===== src/rtl/slffr_pkg.sv =====
// shared constants and types of the sync / length / fletcher-16 frame receiver
`timescale 1ns / 1ps
package slffr_pkg;

  localparam int MAX_FRAME_BYTES = 64;
  localparam int ADDR_W = $clog2(MAX_FRAME_BYTES);
  localparam int BYTE_W = 8;
  localparam int LEN_W = 7;
  localparam int CFG_IDX_W = 1;
  localparam int CFG_DATA_W = 8;

  localparam logic [CFG_IDX_W-1:0] REG_SYNC_VALUE = 1'b0;
  localparam logic [CFG_IDX_W-1:0] REG_MAX_PAYLOAD = 1'b1;

  localparam logic [BYTE_W-1:0] SYNC_RESET = 8'h7E;
  localparam logic [LEN_W-1:0] MAX_PAYLOAD_RESET = 7'd64;

  // frame descriptor written by the front end
  typedef struct packed {
    logic             push;
    logic [LEN_W-1:0] len;
  } desc_wr_t;

  // head of the descriptor queue as the back end sees it
  typedef struct packed {
    logic             empty;
    logic [LEN_W-1:0] len;
  } desc_rd_t;

endpackage


===== src/rtl/slffr_ram.sv =====
// generic single-write, single-read ram with registered read data
`timescale 1ns / 1ps
module slffr_ram #(
  parameter int WIDTH = 8,
  parameter int DEPTH = 64
) (
  input  logic                     clk,
  input  logic                     wr_en,
  input  logic [$clog2(DEPTH)-1:0] wr_addr,
  input  logic [WIDTH-1:0]         wr_data,
  input  logic                     rd_en,
  input  logic [$clog2(DEPTH)-1:0] rd_addr,
  output logic [WIDTH-1:0]         rd_data
);

  logic [WIDTH-1:0] mem [DEPTH];

  always_ff @(posedge clk) begin
    if (wr_en) begin
      mem[wr_addr] <= wr_data;
    end
    if (rd_en) begin
      rd_data <= mem[rd_addr];
    end
  end

endmodule


===== src/rtl/slffr_front.sv =====
// front end: config registers, frame parser, fletcher-16 check, payload store writes
`timescale 1ns / 1ps
module slffr_front (
  input  logic                             clk,
  input  logic                             rst,
  input  logic                             cfg_write,
  input  logic [slffr_pkg::CFG_IDX_W-1:0]  cfg_index,
  input  logic [slffr_pkg::CFG_DATA_W-1:0] cfg_data,
  input  logic                             push,
  output logic                             full,
  input  logic [slffr_pkg::BYTE_W-1:0]     rx_byte,
  input  logic                             store_busy,
  input  logic                             q_full,
  output slffr_pkg::desc_wr_t              desc_wr,
  output logic                             ram_we,
  output logic [slffr_pkg::ADDR_W-1:0]     ram_addr,
  output logic [slffr_pkg::BYTE_W-1:0]     ram_data
);
  import slffr_pkg::*;

  typedef enum logic [4:0] {
    PH_HUNT    = 5'b00001,
    PH_LENGTH  = 5'b00010,
    PH_PAYLOAD = 5'b00100,
    PH_CHECK1  = 5'b01000,
    PH_CHECK2  = 5'b10000
  } phase_t;

  phase_t             phase;
  logic [BYTE_W-1:0]  sync_value;
  logic [LEN_W-1:0]   max_payload;
  logic [LEN_W-1:0]   expected_length;
  logic [LEN_W-1:0]   byte_count;
  logic [LEN_W-1:0]   byte_count_next;
  logic [BYTE_W-1:0]  sum_a;
  logic [BYTE_W-1:0]  sum_a_next;
  logic [BYTE_W-1:0]  sum_b;
  logic [BYTE_W-1:0]  first_check;
  logic [BYTE_W-1:0]  limit;
  logic               accept;
  logic               check_ok;

  // payload waits while the store is still being drained; a frame's second check byte waits for queue room
  assign full = ((phase == PH_PAYLOAD) && store_busy) || ((phase == PH_CHECK2) && q_full);
  assign accept = push && !full;

  assign limit = (max_payload > LEN_W'(MAX_FRAME_BYTES)) ? BYTE_W'(MAX_FRAME_BYTES)
                                                        : BYTE_W'(max_payload);
  assign sum_a_next = sum_a + rx_byte;
  assign byte_count_next = byte_count + LEN_W'(1);
  assign check_ok = (first_check == sum_b) && (rx_byte == sum_a);

  assign desc_wr.push = accept && (phase == PH_CHECK2) && check_ok;
  assign desc_wr.len = expected_length;

  assign ram_we = accept && (phase == PH_PAYLOAD);
  assign ram_addr = byte_count[ADDR_W-1:0];
  assign ram_data = rx_byte;

  always_ff @(posedge clk) begin
    if (rst) begin
      sync_value <= SYNC_RESET;
      max_payload <= MAX_PAYLOAD_RESET;
    end else if (cfg_write) begin
      unique case (cfg_index)
        REG_SYNC_VALUE:  sync_value <= cfg_data;
        REG_MAX_PAYLOAD: max_payload <= cfg_data[LEN_W-1:0];
        default: ;
      endcase
    end
  end

  always_ff @(posedge clk) begin
    if (rst) begin
      phase <= PH_HUNT;
      expected_length <= '0;
      byte_count <= '0;
      sum_a <= '0;
      sum_b <= '0;
      first_check <= '0;
    end else if (accept) begin
      unique case (phase)
        PH_HUNT: begin
          if (rx_byte == sync_value) begin
            phase <= PH_LENGTH;
          end
        end
        PH_LENGTH: begin
          if (rx_byte <= limit) begin
            expected_length <= rx_byte[LEN_W-1:0];
            byte_count <= '0;
            sum_a <= '0;
            sum_b <= '0;
            phase <= (rx_byte == '0) ? PH_CHECK1 : PH_PAYLOAD;
          end else begin
            phase <= PH_HUNT;
          end
        end
        PH_PAYLOAD: begin
          sum_a <= sum_a_next;
          sum_b <= sum_b + sum_a_next;
          byte_count <= byte_count_next;
          if (byte_count_next >= expected_length) begin
            phase <= PH_CHECK1;
          end
        end
        PH_CHECK1: begin
          first_check <= rx_byte;
          phase <= PH_CHECK2;
        end
        PH_CHECK2: begin
          phase <= PH_HUNT;
        end
        default: begin
          phase <= PH_HUNT;
        end
      endcase
    end
  end

`ifndef SYNTH
  a_no_push_when_full: assert property (@(posedge clk) disable iff (rst)
    desc_wr.push |-> !q_full)
    else $error("descriptor written into a full queue");

  a_store_write_safe: assert property (@(posedge clk) disable iff (rst)
    ram_we |-> (!store_busy && (byte_count < expected_length)))
    else $error("payload store written while being drained or past frame end");
`endif

endmodule


===== src/rtl/slffr_desc_q.sv =====
// two-entry queue of good-frame descriptors between front and back end
`timescale 1ns / 1ps
module slffr_desc_q (
  input  logic                clk,
  input  logic                rst,
  input  slffr_pkg::desc_wr_t desc_wr,
  output logic                q_full,
  input  logic                q_pop,
  output slffr_pkg::desc_rd_t desc_rd
);
  import slffr_pkg::*;

  logic [LEN_W-1:0] entry [2];
  logic             wr_ptr;
  logic             rd_ptr;
  logic [1:0]       count;
  logic             do_push;
  logic             do_pop;

  assign q_full = (count == 2'd2);
  assign desc_rd.empty = (count == 2'd0);
  assign desc_rd.len = entry[rd_ptr];
  assign do_push = desc_wr.push && !q_full;
  assign do_pop = q_pop && !desc_rd.empty;

  always_ff @(posedge clk) begin
    if (do_push) begin
      entry[wr_ptr] <= desc_wr.len;
    end
  end

  always_ff @(posedge clk) begin
    if (rst) begin
      wr_ptr <= 1'b0;
      rd_ptr <= 1'b0;
      count <= '0;
    end else begin
      if (do_push) begin
        wr_ptr <= !wr_ptr;
      end
      if (do_pop) begin
        rd_ptr <= !rd_ptr;
      end
      case ({do_push, do_pop})
        2'b10:   count <= count + 2'd1;
        2'b01:   count <= count - 2'd1;
        default: count <= count;
      endcase
    end
  end

endmodule


===== src/rtl/slffr_back.sv =====
// back end: reads a good frame out of the payload store and presents one result at a time
`timescale 1ns / 1ps
module slffr_back (
  input  logic                         clk,
  input  logic                         rst,
  input  slffr_pkg::desc_rd_t          desc_rd,
  output logic                         q_pop,
  output logic                         busy,
  output logic                         ram_re,
  output logic [slffr_pkg::ADDR_W-1:0] ram_addr,
  input  logic [slffr_pkg::BYTE_W-1:0] ram_rdata,
  output logic                         empty,
  input  logic                         pop,
  output logic [slffr_pkg::BYTE_W-1:0] payload_byte,
  output logic [slffr_pkg::LEN_W-1:0]  frame_length,
  output logic                         last,
  output logic                         empty_frame
);
  import slffr_pkg::*;

  typedef enum logic [3:0] {
    BK_IDLE = 4'b0001,
    BK_READ = 4'b0010,
    BK_LOAD = 4'b0100,
    BK_SHOW = 4'b1000
  } back_state_t;

  back_state_t       state;
  logic [ADDR_W-1:0] rd_idx;
  logic [LEN_W-1:0]  rd_idx_next;

  assign rd_idx_next = LEN_W'(rd_idx) + LEN_W'(1);
  assign q_pop = (state == BK_IDLE) && !desc_rd.empty;
  assign busy = (state != BK_IDLE);
  assign empty = (state != BK_SHOW);
  assign ram_re = (state == BK_READ);
  assign ram_addr = rd_idx;

  always_ff @(posedge clk) begin
    if (rst) begin
      state <= BK_IDLE;
      rd_idx <= '0;
    end else begin
      unique case (state)
        BK_IDLE: begin
          if (!desc_rd.empty) begin
            rd_idx <= '0;
            state <= (desc_rd.len == '0) ? BK_SHOW : BK_READ;
          end
        end
        BK_READ: state <= BK_LOAD;
        BK_LOAD: state <= BK_SHOW;
        BK_SHOW: begin
          if (pop) begin
            if (last) begin
              state <= BK_IDLE;
            end else begin
              rd_idx <= rd_idx_next[ADDR_W-1:0];
              state <= BK_READ;
            end
          end
        end
        default: state <= BK_IDLE;
      endcase
    end
  end

  // result register
  always_ff @(posedge clk) begin
    if (q_pop) begin
      frame_length <= desc_rd.len;
      payload_byte <= '0;
      empty_frame <= (desc_rd.len == '0);
      last <= (desc_rd.len == '0);
    end else if (state == BK_LOAD) begin
      payload_byte <= ram_rdata;
      last <= (rd_idx_next == frame_length);
    end
  end

`ifndef SYNTH
  a_result_holds: assert property (@(posedge clk) disable iff (rst)
    (state == BK_SHOW && !pop) |=> (state == BK_SHOW) && $stable(payload_byte) && $stable(last))
    else $error("waiting result changed before it was taken");

  a_last_ends_frame: assert property (@(posedge clk) disable iff (rst)
    (state == BK_SHOW && pop && last) |=> (state == BK_IDLE))
    else $error("frame continued after its last result");
`endif

endmodule


===== src/rtl/sync_length_fletcher_frame_receiver.sv =====
// top level of the sync / length / fletcher-16 frame receiver
//
//  channel | handshake          | payload
//  --------+--------------------+---------------------------------------------
//  input   | push / full        | rx_byte
//  result  | pop / empty        | payload_byte, frame_length, last, empty_frame
//  config  | cfg_write          | cfg_index, cfg_data (0 sync_value, 1 max_payload)
//
// received bytes are taken one per cycle; payload bytes stall (full) while a previous
// good frame is still being read out of the 64-byte payload store.
// each payload result takes a queue pop or advance, a store read and a result load, and
// is held until pop takes it before the next is fetched; an empty frame shows in the cycle
// after its queue pop.
// any frame waits at its second check byte while the two-entry descriptor queue is full.
// synchronous active-high reset; no clearing pass, the store is only read where written.
`timescale 1ns / 1ps
module sync_length_fletcher_frame_receiver (
  input  logic                             clk,
  input  logic                             rst,
  input  logic                             cfg_write,
  input  logic [slffr_pkg::CFG_IDX_W-1:0]  cfg_index,
  input  logic [slffr_pkg::CFG_DATA_W-1:0] cfg_data,
  input  logic                             push,
  output logic                             full,
  input  logic [slffr_pkg::BYTE_W-1:0]     rx_byte,
  output logic                             empty,
  input  logic                             pop,
  output logic [slffr_pkg::BYTE_W-1:0]     payload_byte,
  output logic [slffr_pkg::LEN_W-1:0]      frame_length,
  output logic                             last,
  output logic                             empty_frame
);
  import slffr_pkg::*;

  desc_wr_t          desc_wr;
  desc_rd_t          desc_rd;
  logic              q_full;
  logic              q_pop;
  logic              back_busy;
  logic              store_busy;
  logic              ram_we;
  logic [ADDR_W-1:0] ram_wr_addr;
  logic [BYTE_W-1:0] ram_wr_data;
  logic              ram_re;
  logic [ADDR_W-1:0] ram_rd_addr;
  logic [BYTE_W-1:0] ram_rd_data;

  assign store_busy = !desc_rd.empty || back_busy;

  slffr_front u_front (
    .clk        (clk),
    .rst        (rst),
    .cfg_write  (cfg_write),
    .cfg_index  (cfg_index),
    .cfg_data   (cfg_data),
    .push       (push),
    .full       (full),
    .rx_byte    (rx_byte),
    .store_busy (store_busy),
    .q_full     (q_full),
    .desc_wr    (desc_wr),
    .ram_we     (ram_we),
    .ram_addr   (ram_wr_addr),
    .ram_data   (ram_wr_data)
  );

  slffr_ram #(
    .WIDTH (BYTE_W),
    .DEPTH (MAX_FRAME_BYTES)
  ) u_store (
    .clk     (clk),
    .wr_en   (ram_we),
    .wr_addr (ram_wr_addr),
    .wr_data (ram_wr_data),
    .rd_en   (ram_re),
    .rd_addr (ram_rd_addr),
    .rd_data (ram_rd_data)
  );

  slffr_desc_q u_desc_q (
    .clk     (clk),
    .rst     (rst),
    .desc_wr (desc_wr),
    .q_full  (q_full),
    .q_pop   (q_pop),
    .desc_rd (desc_rd)
  );

  slffr_back u_back (
    .clk          (clk),
    .rst          (rst),
    .desc_rd      (desc_rd),
    .q_pop        (q_pop),
    .busy         (back_busy),
    .ram_re       (ram_re),
    .ram_addr     (ram_rd_addr),
    .ram_rdata    (ram_rd_data),
    .empty        (empty),
    .pop          (pop),
    .payload_byte (payload_byte),
    .frame_length (frame_length),
    .last         (last),
    .empty_frame  (empty_frame)
  );

endmodule


===== config.mk =====
export PLATFORM = sky130hd
export DESIGN_NAME = sync_length_fletcher_frame_receiver
export DESIGN_NICKNAME = d
export VERILOG_FILES = /design/src/rtl/slffr_pkg.sv /design/src/rtl/slffr_ram.sv /design/src/rtl/slffr_front.sv /design/src/rtl/slffr_desc_q.sv /design/src/rtl/slffr_back.sv /design/src/rtl/sync_length_fletcher_frame_receiver.sv
export SDC_FILE = /design/constraint.sdc
export NUM_CORES = 1
export LEC_CHECK = 0
export ABC_AREA = 0
export BUFFER_PORTS_ARGS = -buffer_cell sky130_fd_sc_hd__buf_4
export CORE_MARGIN = 3
export CORE_UTILIZATION = 45
export DETAILED_ROUTE_END_ITERATION = 8
export HOLD_SLACK_MARGIN = 0.02
export PLACE_DENSITY = 0.6
export SLEW_MARGIN = 15
export SYNTH_ARGS = -nofsm -noshare
export SYNTH_HDL_FRONTEND = slang
export SYNTH_SLANG_ARGS = --single-unit

===== constraint.sdc =====
create_clock -name clk -period 10.4 [get_ports clk]
set_input_delay 2.08 -clock clk [delete_from_list [all_inputs] [get_ports clk]]
set_output_delay 2.08 -clock clk [all_outputs]
set_load 0.03 [all_outputs]

==> results of run 1 <==
-- flip-flops by register name, indices dropped and copies added (netlist names), 2 cells and up, named ones only --
register,cells
u_store.mem,512
u_desc_q.entry,14
u_back.payload_byte,8
u_front.first_check,8
u_front.sum_a,8
u_front.sum_b,8
u_front.sync_value,8
u_store.rd_data,8
u_back.frame_length,7
u_front.byte_count,7
u_front.expected_length,7
u_front.max_payload,7
u_back.ram_addr,6
u_front.phase,5
u_back.state,4
u_desc_q.count,2
-- layout make-up --
type | count | area, um2
well taps | 748 | 936
inverters | 24 | 90.1
fillers | 4479 | 26900
repair buffers | 54 | 418
flip-flops and latches | 624 | 17900
multi-input cells | 679 | 7010
clock inverters | 27 | 168
clock buffers | 93 | 1910
-- cell families after synthesis --
group	count (synthesis)	synth area share (%)
DFF	624	70.7
and+or+nand+nor	288	5.39
adders and majority gates	33	1.69
AOI/OAI and AO/OA	113	2.92
xor gates and xnor gates	47	1.62
muxes	198	16.0
buffers and inverters	98	1.68
-- per-stage QoR --
step | utilization [%] | setup slack (ps) | cells | cell area, um2
3_3_place_gp | 47.6 | 4840 | 2129 | 26400
5_1_grt | 51.4 | 4950 | 2249 | 28500
2_1_floorplan | - | 5710 | 1401 | 25300
6_report | 51.4 | 5290 | 2249 | 28500
3_5_place_dp | 47.6 | 4770 | 2129 | 26400
4_1_cts | 51.4 | 5350 | 2249 | 28500
-- power by group --
group / total [uW] / internal (uW) / switching (uW) / leakage [uW]
Combinational: 121 / 35.1 / 85.5 / 0.00239
Sequential: 2730 / 2720 / 10.6 / 0.00558
Clock: 2260 / 1330 / 934 / 0.00102
Total: 5120 / 4090 / 1030 / 0.00899
-- worst min-delay path by stage --
| stage | startpoint | to | slack (ps) | cells after the start |
|---|---|---|---|---|
| 6_report | u_front.max_payload[5] | u_front.max_payload[5] | 450 | 2 |
| 5_1_grt | u_back.payload_byte[5] | u_back.payload_byte[5] | 480 | 2 |
| 4_1_cts | u_front.max_payload[5] | u_front.max_payload[5] | 460 | 2 |
| 3_5_place_dp | u_front.max_payload[5] | u_front.max_payload[5] | 450 | 2 |
| 3_3_place_gp | u_back.payload_byte[6] | u_back.payload_byte[6] | 440 | 2 |
| 2_1_floorplan | u_front.max_payload[0] | u_front.max_payload[0] | 430 | 2 |
-- cell usage in the layout, fill, tap and decap left out, drive strengths merged, types with 5 or more instances in the layout --
cell type,n
mux4,164
ha,31
clkbuf,93
nor2b,15
mux2i,23
a21oi,37
nor4,8
a22o,12
xor2,30
nand3b,11
o21ai,26
mux2,11
inv,25
nand2b,6
nor3,15
and3,5
nand3,24
buf,54
o21bai,6
dfxtp,81
edfxtp,543
a211o,9
or4,7
nand2,54
nor2,123
xnor2,17
clkinv,24
-- worst register-to-register path, cell delays in order, from the launching register on --
cell and delay, ps:
dfxtp_4 360, buf_4 800, buf_4 950, mux4_2 500, mux4_2 570, mux4_2 510
-- routing by layer --
metal	vias up	GRT usage (%)	wire length [um]
met1	6695	29.4	25800
met2	416	29.7	26400
li1	5690	-	-
met4	0	5.10	1310
met5	-	0	0
met3	85	3.60	3240
==> results.sh, run 1 <==
export IMPL_status="finished, final reports clean"
export IMPL_dr_pass1_iters=6
export IMPL_cap_violations=0
export IMPL_post_cts_resized=0
export IMPL_die_area_um2=59200
export IMPL_crit_end="u_front.sum_b[7]"
export IMPL_chipHeight_um=243
export IMPL_crit_family="compound AO/OA/AOI/OAI gates"
export IMPL_powerDensity_nw_per_um2=180
export IMPL_wl_per_cell_um=25.2
export IMPL_synthesis_area_um2=25300
export IMPL_start_util_pct=45.7
export IMPL_worst_path_stages=15
export IMPL_cts_buffer_depth=3
export IMPL_worstSetupStartpoint="rx_byte[1]"
export IMPL_drtAntennaViolNets=0
export IMPL_syn_area_per_cell_um2=18.1
export IMPL_hold_viol_final=0
export IMPL_path_cells="buf_4, inv_1, fa_1, nor2b_1, o21ai_0, a21boi_0, nor2_1, ha_1, nand3_1, o2111ai_1, a21o_1, a21oi_1, xor2_1, or4_1, nand3_1"
export IMPL_synthTopCellsByCount="edfxtp_1 (543), mux4_2 (164), nor2_1 (122)"
export IMPL_ff2ff_path_depth=5
export IMPL_worstPathArrival_ps=5640
export IMPL_cts_buffers=67
export IMPL_rsz0062_at_grt="false"
export IMPL_first_global_vias=13018
export IMPL_rows=86
export IMPL_critical_path_required_ps=10920
export IMPL_hold_worst_slack_ps=454
export IMPL_total_power_uw=5120
export IMPL_syn_nets=1456
export IMPL_yosysTopAreaCellShare_pct=64.3
export IMPL_leakagePower_uw=0.00899
export IMPL_tightest_slew_ps=1190
export IMPL_cp_start_kind="input pin"
export IMPL_drive_gt1_share_pct=22.1
export IMPL_period_share_pct=49.2
export IMPL_core_area_um2=55400
export IMPL_netlist_top_cells_area="edfxtp_1 (64%), mux4_2 (15%), dfxtp_1 (6.4%)"
export IMPL_finalCriticalPeriod_ps=5110
export IMPL_htree_levels=3
export IMPL_dr_first_iter_drc_count=1116
export IMPL_ys_seq_elements=624
export IMPL_reg2reg_to="u_store.rd_data[7]"
export IMPL_via_per_inst=5.73
export IMPL_slowest_delay_ps=560
export IMPL_cpMostUsedCell="nand3_1"
export IMPL_overflow=0
export IMPL_fin_tns_setup_ps=0
export IMPL_post_cts_buffers=0
export IMPL_cts_sinks=624
export IMPL_layout_nets=1505
export IMPL_cp_end_kind="flip-flop"
export IMPL_n_antenna_cell=0
export IMPL_hp_class="flip-flop to flip-flop"
export IMPL_dp_hpwl_um=34500
export IMPL_critical_path_buf_inv_count=2
export IMPL_clock_latency_ps=590
export IMPL_fmax_mhz=196
export IMPL_clk_pin_slew_ps=60
export IMPL_synth_flop_cell="edfxtp_1"
export IMPL_setup_viol=0
export IMPL_area_delta_synth_final_pct=12.3
export IMPL_synthCells=1401
export IMPL_grt_start_max_net_pins=103
export IMPL_ys_warnings_count=0
export IMPL_ctsRootBufferMaster="clkbuf_16"
export IMPL_yosysTopAreaCell="edfxtp_1"
export IMPL_vias=12886
export IMPL_slew_viol_final=0
export IMPL_port_buffers=40
export IMPL_cts_hold_buf=0
export IMPL_fp_dieW_um=243
export IMPL_synth_distinct_cells=60
export IMPL_wirelength_um=56800
export IMPL_vdd_ir_drop_max_mv=0.114
export IMPL_grt_pass1_wl_um=85900
export IMPL_synth_edf_count=543
export IMPL_finClkSkew_ps=17.0
export IMPL_grt_use_total_pct=19.5
export IMPL_worst_path_max_delay_cell="buf_4"
export IMPL_post_synth_top_count_cell="edfxtp_1"
export IMPL_worstSetupPathType="input pin to flip-flop"
export IMPL_r2r_setup_slack_ps=6450
export IMPL_drc=0
export IMPL_cts_tree="built"
export IMPL_slew_headroom_pct=20.8
export IMPL_async_flop_share_pct=0
export IMPL_antenna_found_initial=2
export IMPL_critPathMaxFanout=71
export IMPL_ios=41
export IMPL_finalWeightedCongestion=0.785
export IMPL_r2r_start="u_back.ram_addr[1]"
export IMPL_seq_area_frac_synth_pct=70.7
(Power assumes the default switching activity.)
==> run 2, diff against run 1 <==
Clock period 10.4 ns to 5.15 ns, I/O delays scaled along.
==> run 2 against run 1 <==
  * Routed wire length decreased by 0.50%
  * Die area unchanged
  * Clock skew grew 5.1 ps
  * Critical path type is now flip-flop to flip-flop
  * Non-clock buffer count grew 9
==> results.sh, run 2 (synthesis gave the netlist of run 1 again) <==
export IMPL_vias=12806
export IMPL_powerDensity_nw_per_um2=359
export IMPL_fin_util_pct=51.4
export IMPL_hold_viol_final=0
export IMPL_ctsRootBufferMaster="clkbuf_16"
export IMPL_area_delta_synth_final_pct=12.4
export IMPL_fillers=4435
export IMPL_finalCriticalPeriod_ps=3710
export IMPL_cp_start_kind="flip-flop"
export IMPL_grt_start_max_net_pins=92
export IMPL_core_area_um2=55400
export IMPL_via_per_inst=5.67
export IMPL_drive_gt1_share_pct=22.6
export IMPL_mostFrequentLayoutCells="edfxtp_1 (543), mux4_2 (164), nor2_1 (120)"
export IMPL_tightest_slew_ps=1160
export IMPL_worstSetupPathType="flip-flop to flip-flop"
export IMPL_dp_hpwl_um=35300
export IMPL_grt_pass1_wl_um=84400
export IMPL_first_global_vias=12796
export IMPL_critPathMaxFanout=8
export IMPL_multi_input_area_um2=7020
export IMPL_dr_first_iter_drc_count=1088
export IMPL_antenna_found_initial=0
export IMPL_min_delay_start="u_front.max_payload[0]"
export IMPL_dr_pass1_iters=5
export IMPL_ios=41
export IMPL_top_register="u_store.mem"
export IMPL_path_cells="nand3_1, nor3_2, and3_1, nand4b_1, nor2_1"
export IMPL_vdd_ir_drop_max_mv=0.193
export IMPL_rows=86
export IMPL_setup_viol=0
export IMPL_start_util_pct=45.7
export IMPL_cap_violations=0
export IMPL_ff2ff_path_depth=5
export IMPL_r2r_start="u_back.state[0]"
export IMPL_status="finished, final reports clean"
export IMPL_crit_family="simple AND/OR/NAND/NOR gates"
export IMPL_grt_use_total_pct=19.3
export IMPL_worstPathArrival_ps=3920
export IMPL_cts_hold_buf=0
export IMPL_reg2reg_to="u_store.mem[6][6]"
export IMPL_critical_path_buf_inv_count=0
export IMPL_layout_commonest_cell="edfxtp_1"
export IMPL_r2r_setup_slack_ps=1440
export IMPL_critical_path_required_ps=5350
export IMPL_die_area_um2=59200
export IMPL_cts_buffer_depth=3
export IMPL_slowest_delay_ps=970
export IMPL_port_buffers=40
export IMPL_cts_sinks=624
export IMPL_slew_headroom_pct=22.3
export IMPL_clock_latency_ps=590
export IMPL_drtAntennaViolNets=0
export IMPL_largest_reg_flops=512
export IMPL_holdPathEnd="u_front.max_payload[0]"
export IMPL_hp_class="flip-flop to flip-flop"
export IMPL_wl_per_cell_um=25.0
export IMPL_globalRoute_busiestLayer="met2"
export IMPL_chipHeight_um=243
export IMPL_post_cts_buffers=0
export IMPL_cts_tree="built"
export IMPL_n_antenna_cell=0
export IMPL_slew_viol_final=0
export IMPL_cp_end_kind="flip-flop"
export IMPL_overflow=0
export IMPL_total_power_uw=10200
export IMPL_worst_path_max_delay_cell="nor2_1"
export IMPL_use_met3_pct=3.51
export IMPL_post_cts_resized=0
export IMPL_min_path_cells=2
export IMPL_wirelength_um=56500
export IMPL_leakagePower_uw=0.00901
export IMPL_finalWeightedCongestion=0.787
export IMPL_reg_top3="u_store.mem x512, u_desc_q.entry x14"
export IMPL_htree_levels=3
export IMPL_period_share_pct=72.1
export IMPL_cts_buffers=66
export IMPL_fin_tns_setup_ps=0
export IMPL_fmax_mhz=269
export IMPL_fp_dieW_um=243
export IMPL_grt_util_met1_pct=28.0
export IMPL_rsz0062_at_grt="false"
export IMPL_clk_pin_slew_ps=60
export IMPL_use_met2_pct=29.6
export IMPL_finClkSkew_ps=22.1
export IMPL_layout_nets=1513
export IMPL_drc=0
export IMPL_final_seq_area_um2=17900
==> run 2: changes by cell type in the layout (fill, tap and decap cells not counted), sizes merged <==
cell    before  now
clkinv      24   33
bufinv       2    3
clkbuf      93   79
buf         54   63
inv         25   28
==> run 2: metrics by stage <==
stage / hold slack (ps) / setup WS (ps) / instance area, um2 / cells
finish: 457 / 1440 / 28500 / 2257
global route: 479 / 1050 / 28500 / 2257
CTS: 458 / 1420 / 28500 / 2257
detailed placement: 450 / 908 / 26500 / 2138
global placement: 447 / 941 / 26500 / 2138
floorplan: 432 / 1510 / 25300 / 1401
==> run 2: worst max path at each step <==
| stage | from | to | depth (start not counted) |
|---|---|---|---|
| 6_report | u_back.state[0] | u_store.mem[6][6] | 5 |
| 3_3_place_gp | rx_byte[1] | u_front.sum_b[7] | 15 |
| 4_1_cts | u_back.state[1] | u_store.mem[41][4] | 7 |
| 2_1_floorplan | rx_byte[0] | u_front.sum_b[7] | 15 |
| 3_5_place_dp | rx_byte[1] | u_front.sum_b[7] | 15 |
| 5_1_grt | u_back.state[0] | u_store.mem[41][4] | 6 |
==> run 2: worst reg2reg max path: cells and delay by family (launching register included) <==
family / cells / cell delay, ps
AND/OR/NAND/NOR: 5 / 2830
flip-flops: 1 / 470
==> run 2: power by group <==
group	switching (uW)	internal (uW)	leakage, uW
logic	175	72.8	0.00244
clock network	1910	2550	0.000987
registers	20.3	5500	0.00558
==> run 2: cell type report <==
type / count / area share, %
clock inverters: 40 / 1.03
repair buffers: 63 / 1.75
multi-input cells: 679 / 24.6
inverters: 24 / 0.316
flip-flops and latches: 624 / 62.9
clock buffers: 79 / 6.04
well taps: 748 / 3.28
==> run 2: per-layer routing <==
metal	up-vias	wire length, um
met3	83	3240
met4	0	1540
met5	-	0
li1	5699	-
met2	387	26500
met1	6637	25200
==> run 3, diff against run 2 <==
Settings changed: ABC_AREA 0 to 1, PLACE_DENSITY 0.6 to 0.63.
Clock period 5.15 ns to 3.4 ns, I/O delays scaled along.
==> run 3 against run 2 <==
  * Routed wire length is 23% higher
  * Clock skew decreased by 4.9 ps
  * Via count up 45%
  * Synthesized cell count increased by 76%
  * Die area grew 4.6%
  * Maximum frequency up 22%
  * Non-clock buffer count rose by 67
  * Core utilization grew 0.24 points
  * Sequential cell count unchanged
  * Largest cell class unchanged
  * Largest power group unchanged
==> results.sh, run 3 <==
export IMPL_status="finished, final reports clean"
export IMPL_drtAntennaViolNets=0
export IMPL_hold_worst_slack_ps=259
export IMPL_critPathMaxFanout=26
export IMPL_core_area_um2=58000
export IMPL_mostFrequentLayoutCells="edfxtp_1 (543), nand2_1 (471), nor2_1 (372)"
export IMPL_grt_use_total_pct=22.1
export IMPL_cts_buffer_depth=3
export IMPL_cts_buffers=61
export IMPL_grt_pass1_wl_um=106000
export IMPL_worstSetupPathType="flip-flop to flip-flop"
export IMPL_setup_ws_ps=355
export IMPL_netlist_top_cells_area="edfxtp_1 (61%), nand2_1 (6.7%), dfxtp_1 (6.1%)"
export IMPL_area_delta_synth_final_pct=12.9
export IMPL_start_util_pct=45.8
export IMPL_reg_top3="u_store.mem x512, u_desc_q.entry x14"
export IMPL_crit_family="simple AND/OR/NAND/NOR gates"
export IMPL_first_global_vias=17747
export IMPL_layout_nets=2584
export IMPL_use_met2_pct=35.6
export IMPL_clk_pin_slew_ps=60
export IMPL_instances_no_fill=3344
export IMPL_setup_viol=0
export IMPL_fmax_mhz=328
export IMPL_yosysTopAreaCellShare_pct=61.4
export IMPL_synthCells=2467
export IMPL_seq_area_frac_synth_pct=67.5
export IMPL_rows=88
export IMPL_critical_path_buf_inv_count=1
export IMPL_port_buffers=40
export IMPL_wirelength_um=69600
export IMPL_use_met3_pct=3.81
export IMPL_drive_gt1_share_pct=10.2
export IMPL_synth_distinct_cells=45
export IMPL_globalRoute_busiestLayer="met2"
export IMPL_async_flop_share_pct=0
export IMPL_period_share_pct=89.6
export IMPL_ys_warnings_count=0
export IMPL_dp_cells=3231
export IMPL_largest_reg_flops=512
export IMPL_post_cts_buffers=0
export IMPL_dr_first_iter_drc_count=1696
export IMPL_ios=41
export IMPL_overflow=0
export IMPL_post_cts_resized=0
export IMPL_leakagePower_uw=0.0109
export IMPL_fin_tns_setup_ps=0
export IMPL_finalWeightedCongestion=0.854
export IMPL_slew_headroom_pct=28.2
export IMPL_powerDensity_nw_per_um2=543
export IMPL_dr_pass1_iters=5
export IMPL_synth_flop_cell="edfxtp_1"
export IMPL_grt_start_max_net_pins=133
export IMPL_slew_viol_final=0
export IMPL_chipHeight_um=249
export IMPL_cp_start_kind="flip-flop"
export IMPL_cts_tree="built"
export IMPL_post_synth_top_count_cell="edfxtp_1"
export IMPL_slowest_delay_ps=450
export IMPL_hold_viol_final=0
export IMPL_vias=18528
export IMPL_ys_seq_elements=624
export IMPL_final_area_um2=30000
export IMPL_cts_sinks=624
export IMPL_grt_util_met1_pct=30.5
export IMPL_wl_per_cell_um=20.8
export IMPL_worst_path_max_delay_cell="nand2_4"
export IMPL_vdd_ir_drop_max_mv=0.439
export IMPL_tightest_slew_ps=1070
export IMPL_drc=0
export IMPL_syn_nets=2522
export IMPL_finClkSkew_ps=17.2
export IMPL_die_area_um2=62000
export IMPL_layout_commonest_cell="edfxtp_1"
export IMPL_yosysTopAreaCell="edfxtp_1"
export IMPL_cap_violations=0
export IMPL_path_cells="nor4_1, nand2_1, nand2_1, nand2_1, ha_1, a21oi_1, o21ai_0, nand2_1, nand3_1, nand3_2, nand2_4, inv_1, nor2_1, nor2_1"
export IMPL_synthTopCellsByCount="edfxtp_1 (543), nand2_1 (471), nor2_1 (372)"
export IMPL_synthesis_area_um2=26600
export IMPL_worstPathArrival_ps=3570
export IMPL_htree_levels=2
export IMPL_cpMostUsedCell="nand2_1"
export IMPL_clock_latency_ps=640
export IMPL_hp_class="input pin to flip-flop"
export IMPL_ctsRootBufferMaster="clkbuf_16"
export IMPL_via_per_inst=5.54
export IMPL_fp_dieW_um=249
export IMPL_rsz0062_at_grt="false"
export IMPL_pre_cts_ws_ps=252
export IMPL_n_antenna_cell=0
export IMPL_syn_area_per_cell_um2=10.8
export IMPL_dpl_cell_area_um2=28100
export IMPL_critical_path_required_ps=3930
export IMPL_top_register="u_store.mem"
export IMPL_cp_end_kind="flip-flop"
export IMPL_finalCriticalPeriod_ps=3040
export IMPL_dp_hpwl_um=42200
export IMPL_synth_edf_count=543
export IMPL_antenna_found_initial=2
export IMPL_cts_hold_buf=0
-- run 3: changes by cell type after synthesis, moves of 12 or more --
cell,before,now
a21oi_1,37,88
mux2i_1,23,0
o21ai_1,14,0
mux4_2,164,0
o21ai_0,11,276
nand2_1,54,471
nor2b_1,15,0
inv_1,23,116
o22ai_1,0,106
a22o_1,12,0
nor2_1,122,372
nand3_1,24,130
nand4_1,4,19
clkbuf_1,43,90
-- run 3: final timing paths --
kind | start | endpoint | slack [ps] | cells past startpoint
hold reg to reg | u_front.expected_length[2] | u_desc_q.entry[0][2] | 460 | 0
setup reg to reg | u_front.max_payload[2] | u_front.byte_count[0] | 360 | 14
hold / removal | cfg_data[5] | u_front.sync_value[5] | 260 | 3
setup / recovery | u_front.max_payload[2] | u_front.byte_count[0] | 360 | 14
-- run 3: layout make-up --
| type | count | area, um2 |
|---|---|---|
| Fill cell | 5018 | 28000 |
| Inverter | 126 | 480 |
| Tap cell | 765 | 957 |
| Clock buffer | 78 | 1630 |
| Timing Repair Buffer | 130 | 1090 |
| Multi-Input combinational cell | 1586 | 7590 |
| Sequential cell | 624 | 17900 |
| Clock inverter | 35 | 294 |
-- run 3: logic make-up (layout without fill, tap and decap cells) --
kind of cell | count (synthesis) | in the layout | synth area share, %
xor gates and xnor gates | 26 | 26 | 0.858
buffers and inverters | 257 | 369 | 3.89
DFF | 624 | 624 | 67.5
AOI/OAI and AO/OA | 481 | 481 | 9.66
adders and majority gates | 33 | 33 | 1.61
and+or+nand+nor | 1043 | 1043 | 16.3
muxes | 3 | 3 | 0.127
-- run 3: worst min-delay path: stages --
cell,delay (ps)
buf_4,80
nand2_1,40
nand3_1,60
-- run 3: metal layers --
layer / vias up / wire length [um]
met5: - / 13
met4: 2 / 2280
met3: 124 / 4880
met2: 647 / 32600
met1: 8998 / 29900
li1: 8757 / -
-- run 3: stage by stage --
step	util, %	total power [uW]
4_1_cts	51.7	16300
5_1_grt	51.7	16800
2_1_floorplan	-	9410
3_5_place_dp	48.4	9850
6_report	51.7	16300
3_3_place_gp	48.4	9830
-- run 3: report_power, final --
| part | switching [uW] | internal [uW] | total, uW |
|---|---|---|---|
| registers | 85.0 | 8410 | 8490 |
| clock network | 2870 | 3690 | 6560 |
| logic | 854 | 359 | 1210 |
| total | 3810 | 12500 | 16300 |
